## src/rtl/button_matrix_debouncer_macros.svh

```systemverilog
// assertion helpers shared by the debouncer
`ifndef BUTTON_MATRIX_DEBOUNCER_MACROS_SVH
`define BUTTON_MATRIX_DEBOUNCER_MACROS_SVH

// same-cycle implication, checked outside reset
`define BMD_ASSERT_NOW(label, clk, rst, ante, cons) \
  label: assert property (@(posedge clk) disable iff (rst) (ante) |-> (cons)) \
    else $error("button_matrix_debouncer check failed");

// next-cycle implication, checked outside reset
`define BMD_ASSERT_NEXT(label, clk, rst, ante, cons) \
  label: assert property (@(posedge clk) disable iff (rst) (ante) |=> (cons)) \
    else $error("button_matrix_debouncer check failed");

`endif

```

## src/rtl/bmd_pkg.sv

```systemverilog
package bmd_pkg;

  localparam int unsigned IndexWidth = 4;
  localparam int unsigned Slots      = 16;

  localparam logic [15:0] FORCE_MASK      = 16'hC000;
  localparam logic [15:0] PRESS_PATTERN   = 16'hE000;
  localparam logic [15:0] RELEASE_PATTERN = 16'hFFFF;

  localparam logic [1:0] EDGE_PRESS   = 2'b10;
  localparam logic [1:0] EDGE_RELEASE = 2'b01;

  typedef struct packed {
    logic [15:0] history;
    logic        held;
    logic [7:0]  queue;
  } entry_t;

  localparam entry_t ENTRY_RESET = '{history: 16'hFFFF, held: 1'b0, queue: 8'h00};

  typedef struct packed {
    logic                  en;
    logic [IndexWidth-1:0] addr;
    entry_t                data;
  } mem_wr_t;

  // packed so that button_number lands in the low bits
  typedef struct packed {
    logic                  pad;
    logic [7:0]            edge_history;
    logic                  release_edge;
    logic                  press_edge;
    logic                  pressed;
    logic [IndexWidth-1:0] button_number;
  } result_t;

endpackage

```

## src/rtl/bmd_state_mem.sv

```systemverilog
module bmd_state_mem (
  input  logic                              clk,
  input  logic                              rst,
  input  logic                              rd_en,
  input  logic [bmd_pkg::IndexWidth-1:0]    raddr,
  input  bmd_pkg::mem_wr_t                  wr,
  output bmd_pkg::entry_t                   rentry
);

  bmd_pkg::entry_t mem [bmd_pkg::Slots];
  bmd_pkg::entry_t rdata;
  bmd_pkg::entry_t fwd_data;
  logic [bmd_pkg::Slots-1:0] written;
  logic rd_written;
  logic fwd_hit;

  always_ff @(posedge clk) begin
    if (wr.en) begin
      mem[wr.addr] <= wr.data;
    end
  end

  always_ff @(posedge clk) begin
    if (rd_en) begin
      rdata    <= mem[raddr];
      fwd_data <= wr.data;
    end
  end

  // valid bits stand in for the reset value of every entry
  always_ff @(posedge clk) begin
    if (rst) begin
      written    <= '0;
      rd_written <= 1'b0;
      fwd_hit    <= 1'b0;
    end else begin
      if (wr.en) begin
        written[wr.addr] <= 1'b1;
      end
      if (rd_en) begin
        rd_written <= written[raddr];
        fwd_hit    <= wr.en && (wr.addr == raddr);
      end
    end
  end

  // write in the read cycle to the same entry wins
  always_comb begin
    if (fwd_hit) begin
      rentry = fwd_data;
    end else if (rd_written) begin
      rentry = rdata;
    end else begin
      rentry = bmd_pkg::ENTRY_RESET;
    end
  end

endmodule

```

## src/rtl/bmd_update.sv

```systemverilog
module bmd_update #(
  parameter int unsigned ROWS    = 4,
  parameter int unsigned COLUMNS = 4
) (
  input  logic [bmd_pkg::IndexWidth-1:0] index,
  input  logic                           level,
  input  bmd_pkg::entry_t                cur,
  output logic                           in_range,
  output bmd_pkg::entry_t                next,
  output bmd_pkg::result_t               result
);

  localparam logic [8:0] Limit = 9'(ROWS * COLUMNS);

  logic [15:0] hist;
  logic rise, fall, held;

  always_comb begin
    in_range = {5'd0, index} < Limit;
    hist     = {cur.history[14:0], ~level} | bmd_pkg::FORCE_MASK;
    rise     = hist == bmd_pkg::PRESS_PATTERN;
    fall     = hist == bmd_pkg::RELEASE_PATTERN;
    held     = (rise || cur.held) && !fall;

    next.history = hist;
    next.held    = held;
    if (held != cur.held) begin
      next.queue = {cur.queue[5:0], held ? bmd_pkg::EDGE_PRESS : bmd_pkg::EDGE_RELEASE};
    end else begin
      next.queue = cur.queue;
    end

    result               = '0;
    result.button_number = index;
    if (in_range) begin
      result.pressed      = held;
      result.press_edge   = !cur.held && held;
      result.release_edge = cur.held && !held;
      result.edge_history = next.queue;
    end
  end

endmodule

```

## src/rtl/button_matrix_debouncer.sv

```systemverilog
// a sample passes the lookup stage and then the output register before its result
// shows on m_tvalid
// throughput: one sample per cycle while m_tready stays high, on any mix of button numbers
// the per-button state memory is read when a sample is accepted and written back when
// it leaves the lookup stage; a write to the entry in the cycle it is read is forwarded
// reset: synchronous, active high; every button reads as released with an
// all-ones history and an empty edge queue at once, no clearing pass
`include "button_matrix_debouncer_macros.svh"

module button_matrix_debouncer #(
  parameter int unsigned ROWS    = 4,
  parameter int unsigned COLUMNS = 4
) (
  input  logic        clk,
  input  logic        rst,
  input  logic        s_tvalid,
  output logic        s_tready,
  input  logic [7:0]  s_tdata,   // [3:0] button_index, [4] contact_level, [7:5] zero
  output logic        m_tvalid,
  input  logic        m_tready,
  output logic [15:0] m_tdata    // [3:0] button_number, [4] pressed, [5] press_edge,
                                 // [6] release_edge, [14:7] edge_history, [15] zero
);

  // lookup stage: item whose state entry is being read
  logic                           s1_valid;
  logic [bmd_pkg::IndexWidth-1:0] s1_index;
  logic                           s1_level;

  logic accept;
  logic advance;

  bmd_pkg::entry_t  cur_entry;
  bmd_pkg::entry_t  next_entry;
  bmd_pkg::result_t result;
  bmd_pkg::result_t out_data;
  bmd_pkg::mem_wr_t wr;
  logic             in_range;

  // lookup stage moves on when the output register is free or being drained
  assign advance  = s1_valid && (!m_tvalid || m_tready);
  assign s_tready = !s1_valid || advance;
  assign accept   = s_tvalid && s_tready;

  always_ff @(posedge clk) begin
    if (rst) begin
      s1_valid <= 1'b0;
    end else if (s_tready) begin
      s1_valid <= s_tvalid;
    end
  end

  always_ff @(posedge clk) begin
    if (accept) begin
      s1_index <= s_tdata[3:0];
      s1_level <= s_tdata[4];
    end
  end

  // write back only for positions inside the matrix
  always_comb begin
    wr.en   = advance && in_range;
    wr.addr = s1_index;
    wr.data = next_entry;
  end

  bmd_state_mem u_state_mem (
    .clk    (clk),
    .rst    (rst),
    .rd_en  (accept),
    .raddr  (s_tdata[3:0]),
    .wr     (wr),
    .rentry (cur_entry)
  );

  bmd_update #(
    .ROWS    (ROWS),
    .COLUMNS (COLUMNS)
  ) u_update (
    .index    (s1_index),
    .level    (s1_level),
    .cur      (cur_entry),
    .in_range (in_range),
    .next     (next_entry),
    .result   (result)
  );

  // output register, parts the result from the next lookup
  always_ff @(posedge clk) begin
    if (rst) begin
      m_tvalid <= 1'b0;
    end else if (advance) begin
      m_tvalid <= 1'b1;
    end else if (m_tready) begin
      m_tvalid <= 1'b0;
    end
  end

  always_ff @(posedge clk) begin
    if (advance) begin
      out_data <= result;
    end
  end

  assign m_tdata = out_data;

  `BMD_ASSERT_NOW(a_edges_exclusive, clk, rst, m_tvalid, !(out_data.press_edge && out_data.release_edge))
  `BMD_ASSERT_NOW(a_press_means_held, clk, rst, m_tvalid && out_data.press_edge, out_data.pressed)
  `BMD_ASSERT_NOW(a_release_means_open, clk, rst, m_tvalid && out_data.release_edge, !out_data.pressed)
  `BMD_ASSERT_NOW(a_stall_blocks_input, clk, rst, s1_valid && m_tvalid && !m_tready, !s_tready)
  `BMD_ASSERT_NEXT(a_advance_fills_output, clk, rst, advance, m_tvalid)

endmodule
```

## config.mk

```make
export PLATFORM = sky130hd
export DESIGN_NAME = button_matrix_debouncer
export DESIGN_NICKNAME = d
export VERILOG_FILES = /design/src/rtl/bmd_pkg.sv /design/src/rtl/bmd_state_mem.sv /design/src/rtl/bmd_update.sv /design/src/rtl/button_matrix_debouncer.sv
export VERILOG_INCLUDE_DIRS = /design/src /design/src/rtl
export SDC_FILE = /design/constraint.sdc
export NUM_CORES = 1
export LEC_CHECK = 0
export ABC_AREA = 1
export BUFFER_PORTS_ARGS = -buffer_cell sky130_fd_sc_hd__buf_2
export CAP_MARGIN = 20
export CORE_MARGIN = 2
export CORE_UTILIZATION = 50
export DETAILED_ROUTE_END_ITERATION = 8
export PLACE_DENSITY = 0.67
export SYNTH_ARGS = -nofsm -noshare
export SYNTH_HDL_FRONTEND = slang
export SYNTH_SLANG_ARGS = --single-unit
```

## constraint.sdc

```tcl
create_clock -name clk -period 4.6 [get_ports clk]
set_clock_uncertainty 0.2 [all_clocks]
set_input_delay 0.92 -clock clk [delete_from_list [all_inputs] [get_ports clk]]
set_output_delay 0.92 -clock clk [all_outputs]
set_load 0.02 [all_outputs]
```

## Yosys cells after proc, flatten, opt, wreduce, memory -nomap -nowiden

Memory sizes are Yosys's and may differ from the RTL's. A register that Yosys moved wholly into a read port is not among the register bits.
Cells that the tools add are included.

| storage, ports and cells | value |
|---|---|
| bits in registers | 62 |
| bits in latches | 0 |
| bits in writable memories | 368 |
| ROM bits | 0 |
| bits of input ports | 12 |
| output and inout bits | 18 |
| logic and storage cells | 53 |
| memories | 1 |

Memory list:

| name | words | width | read ports | clocked after Yosys merged registers in | wr ports | line | RTL |
|---|---|---|---|---|---|---|---|
| u_state_mem.mem | 16 | 23 | 1 | 1 | 1 | bmd_state_mem.sv:10 | `bmd_pkg::entry_t mem [bmd_pkg::Slots];` |

| cells by class | value |
|---|---|
| add/subtract/negate cells | 0 |
| multipliers | 0 |
| div/mod/pow operators | 0 |
| order comparisons | 3 |
| eq/ne operators | 4 |
| shift operators | 0 |
| mux-type cells | 12 |
| bitwise gates (word level) | 2 |
| reductions and logical operators | 16 |

Operators by type and width:

| operator | count |
|---|---|
| $mux W22 | 2 |
| $eq A14 B14 Y1 const B | 2 |
| $or A16 B16 Y16 | 1 |
| $lt A4 B5 Y1 const B | 2 |
| $mux W8 | 1 |
| $logic_and A1 B1 Y1 | 7 |
| $mux W1 | 6 |
| $logic_not A1 Y1 | 5 |
| $bmux W1 S4 | 1 |
| $demux W1 S4 | 1 |
| $eq A4 B4 Y1 | 1 |
| $ge A4 B1 Y1 const B | 1 |
| $logic_or A1 B1 Y1 | 3 |
| $mux W2 | 1 |
| $reduce_bool A2 Y1 | 1 |
| $ne A1 B1 Y1 | 1 |
| $not A1 Y1 | 1 |

## Logic depth before layout (Yosys ltp)

| depth | value |
|---|---|
| depth after elaboration | 7 |
| depth in mapped cells | 15 |
| depth with buffers taken out | 14 |

## Modules after synthesis

Synthesis repeated with hierarchy kept, for this count alone.

| second synthesis, totals | value |
|---|---|
| cells, all modules | 1509 |
| area, all modules | 19513.7 sq um |

Modules (own cells, without submodules):

| module | instances | cells an instance | area an instance (sq um) | seq. area each (sq um) |
|---|---|---|---|---|
| bmd_state_mem | 1 | 1360 | 18196.2 | 13873.3 |
| button_matrix_debouncer | 1 | 36 | 732.0 | 670.6 |
| bmd_update | 1 | 113 | 585.6 | 0.0 |

## Worst setup path after synthesis

OpenSTA, ideal clock, no wires.

| timing path | value |
|---|---|
| path kind | input to register |
| start | input m_tready |
| end | memory u_state_mem.mem[0][0] (netlist bit), enable pin |
| data arrival time | 3.275 ns |
| slack | 0.723 ns |
| stages on the path | 4 |
| buffers on the path | 0 |
| cells stage by stage | inv_1 > a21oi_1 > nand3_1 > nor2_1 |

| on the way | value |
|---|---|
| word-level cells in the longest chain between the ends | 4 |

RTL lines:

| element | line | RTL |
|---|---|---|
| start, declared | button_matrix_debouncer.sv:20 | `input logic m_tready,` |
| $logic_or A1 B1 Y1 | button_matrix_debouncer.sv:41 | `assign advance = s1_valid && (!m_tvalid \|\| m_tready);` |
| $logic_and A1 B1 Y1 | button_matrix_debouncer.sv:41 |  |
| net advance | button_matrix_debouncer.sv:31 | `logic advance;` |
| $mux W1 | bmd_state_mem.sv:18 | `if (wr.en) begin` |
| $mux W1 (not written as such) | bmd_state_mem.sv:19 | `mem[wr.addr] <= wr.data;` |
| end, declared | bmd_state_mem.sv:10 |  |

The timed path passes the listed nets, and every way through them passes these cells.

==> impl_metrics.toml <==
[finish]
layout_commonest_cell = "edfxtp_1"
final_core_util_pct = 56.93
drive_gt1_share_pct = 11.94
antenna_cells = 0
area_growth_pct = 12.03
most-common-layout-cells = "edfxtp_1, nor2_1, o21ai_0, nand2_1, o221ai_1"
final_area_um2 = 19090
final_net_count = 1304
stdcell_count = 1771

[power_and_ir_drop]
p_sw_w = 0.001820
p_int_w = 0.006510
power.leakage_nw = 6.130
power.density_nw_per_um2 = 436.3
seqPwrFrac_pct = 53.7
switching_share_pct = 21.85
combPwrFrac_pct = 5.7
ir_drop_mv = 0.3873
clkPwrFrac_pct = 40.7

[floorplanning]
io_pins = 30
dieArea_um2 = 35570
initial_core_util_pct = 50.82
dieWidth_um = 188.6
die_y_um = 188.6
placeableCoreArea_um2 = 33530
rows = 67

[logic_synthesis]
synth_cells = 1261
synth_top_area_share_pct = 73.31
synth_nets = 1275
muxShareOfSynthArea_pct = 0.1762
yosys.cell_types.count = 31
yosys.area_share.simple_pct = 8.848
ys_warn_count = 0
synth_top_family_by_area = "compound AO/OA/AOI/OAI gates"
ys.flop_type = "edfxtp_1"
synth-xor-area-share_pct = 0.1028
synth_compound_area_share_pct = 11.49
ys_ff_latch = 436
synth_seq_area_share_pct = 75.66
synth_fa_ha_area_share_pct = 0.1469
synthArstFlopShare_pct = 0
syn_area_um2 = 17040
avgSynthCellArea_um2 = 13.51
synth_area_leader_cell = "edfxtp_1"
synth_area_leaders = "edfxtp_1, nor2_1, o21ai_0, o221ai_1, dfxtp_1"
synth_edf_count = 416

[clock_network]
postCtsResizedCells = 0
clk_pin_slew_ns = 0.06
cts_root_buf = "clkbuf_16"
cts_buffers = 44
postCtsSetupRepairBufs = 0
cts_num_sinks = 436
cts_tree = "yes"
h-tree-depth = 2
ctsHoldBuffers = 0
clock_tree.buffer_depth = 3
clock_latency_ns = 0.55

[detailed_routing]
avgViaCountPerCell = 5.924
drc = 0
drtIter0Drc = 1122
postRouteWirelength_um = 39870
first_pass_iters = 5
via_count = 10490
wl_per_cell_um = 22.51
postRouteAntennaNets = 0

[critical_path]
regToRegEndpoint = "u_state_mem.mem[5][1]"
cp-end-kind = "register"
crit_type = "register to register"
regToRegStartpoint = "u_state_mem.fwd_hit"
reg2regPathDepth = 14
rrSetupSlack_ns = 0.75
cp.arrival_ns = 3.90
cp-start-kind = "register"
required_ns = 4.66
crit_fanout = 19

[sta]
fin_ws_ns = 0.7533
fmax_mhz = 260.0
final_max_slew_viol_count = 0
rsz0062_at_grt = "false"
fin_crit_sh_pct = 83.62
setup_tns_ns = 0
setup_viol = 0
period_minus_slack_ns = 3.847
slew_headroom_pct = 41.85
finalHoldViolCount = 0
worst_slew_pin_slew_ns = 0.8709

[placement]
post-dp-hpwl_um = 20500
place_congestion = 0.7746
post-place-ws_ns = 0.8288
dpl.cell_count = 1692
placed_cell_area_um2 = 17730
port_buffers = 25

[grt]
overflow = 0
track_usage_pct = 22.44
antenna_found_initial = 0
grt_pass1_wl_um = 59550
grt_pass1_vias = 10050
grt_max_degree = 189

[hold_path]
worstHoldPathCells = 2
hp-class = "register to register"
hold_path_end = "u_state_mem.written[15]"
hold_start = "u_state_mem.written[15]"

[run]
maxCapViolCount = 0

[run_status]
status = "finished, final reports clean"
[stage by stage]
step | power (W) | hold slack (ns)
after global placement | 0.005010 | 0.2452
after global routing | 0.008572 | 0.2718
after floorplan | 0.004862 | 0.2349
after CTS | 0.008373 | 0.2619
after detailed placement | 0.005024 | 0.2530
final | 0.008330 | 0.2604
[logic make-up after synthesis]
logic type,Yosys count
compound gates,316
mux,3
xor+xnor,2
simple gates,376
buf+inv,125
other cells,1
fa+ha+maj,2
flops,436
[worst max-delay path: stages, from the launching register on]
cell and delay [ns]:
dfxtp_1 0.34, buf_4 0.20, inv_2 0.16, nand2_1 0.12, nand2_2 0.21, nor2_1 0.15
nand2_1 0.06, nor2_1 0.24, nand2_1 0.16, nand2_2 0.10, nand2_2 0.07, ha_1 0.42
clkinv_1 0.27, or2_2 0.36, nand2_1 0.47
[Yosys cell counts, types with 17 or more instances]
| library cell | instances |
|---|---|
| buf_2 | 18 |
| clkbuf_1 | 43 |
| dfxtp_1 | 20 |
| edfxtp_1 | 416 |
| inv_1 | 36 |
| nand2_1 | 78 |
| nand3_1 | 37 |
| nor2_1 | 241 |
| o211ai_1 | 20 |
| o21ai_0 | 179 |
| o221ai_1 | 72 |
| o22ai_1 | 17 |
[sequential cells by signal, indices dropped and copies added (netlist names)]
signal and flops:
m_tvalid 1, u_state_mem.rdata 22, u_state_mem.mem 352, u_state_mem.rd_written 1, m_tdata 15, s1_level 1
u_state_mem.written 16, s1_index 4, s1_valid 1, u_state_mem.fwd_data 22, u_state_mem.fwd_hit 1
[power by group through the flow]
stage          sequential, W  combinational [W]  clock [W]
6_report             0.00447           0.000471    0.00339
2_1_floorplan        0.00456           0.000301          0
3_5_place_dp         0.00455           0.000470          0
4_1_cts              0.00447           0.000472    0.00343
5_1_grt              0.00448           0.000518    0.00358
3_3_place_gp         0.00455           0.000457          0
[worst max path at each step]
stage                             start                     end  slack [ns]  cells past startpoint
floorplan                      m_tready   u_state_mem.mem[0][0]        0.72                      4
global placement    u_state_mem.fwd_hit  u_state_mem.mem[12][1]        0.95                     14
detailed placement  u_state_mem.fwd_hit  u_state_mem.mem[12][1]        0.83                     14
CTS                 u_state_mem.fwd_hit   u_state_mem.mem[7][1]        0.80                     14
global route        u_state_mem.fwd_hit   u_state_mem.mem[5][1]        0.43                     14
finish              u_state_mem.fwd_hit   u_state_mem.mem[5][1]        0.75                     14
[routing by layer]
layer / global-route usage [%] / wire, µm
met3: 4.172 / 2821
met5: 0 / 0
met4: 7.963 / 1070
met2: 37.68 / 19590
met1: 29.44 / 16390
[area by class of cell]
class	instances	area [µm²]
tap	448	560.5
inverter	42	160.2
clock buffer	57	1192
sequential	436	12890
timing repair buffer	66	485.5
fill	2688	14440
clock inverter	22	162.7
multi-input combinational	700	3636
Note: power is estimated with default switching activity, not from simulation.
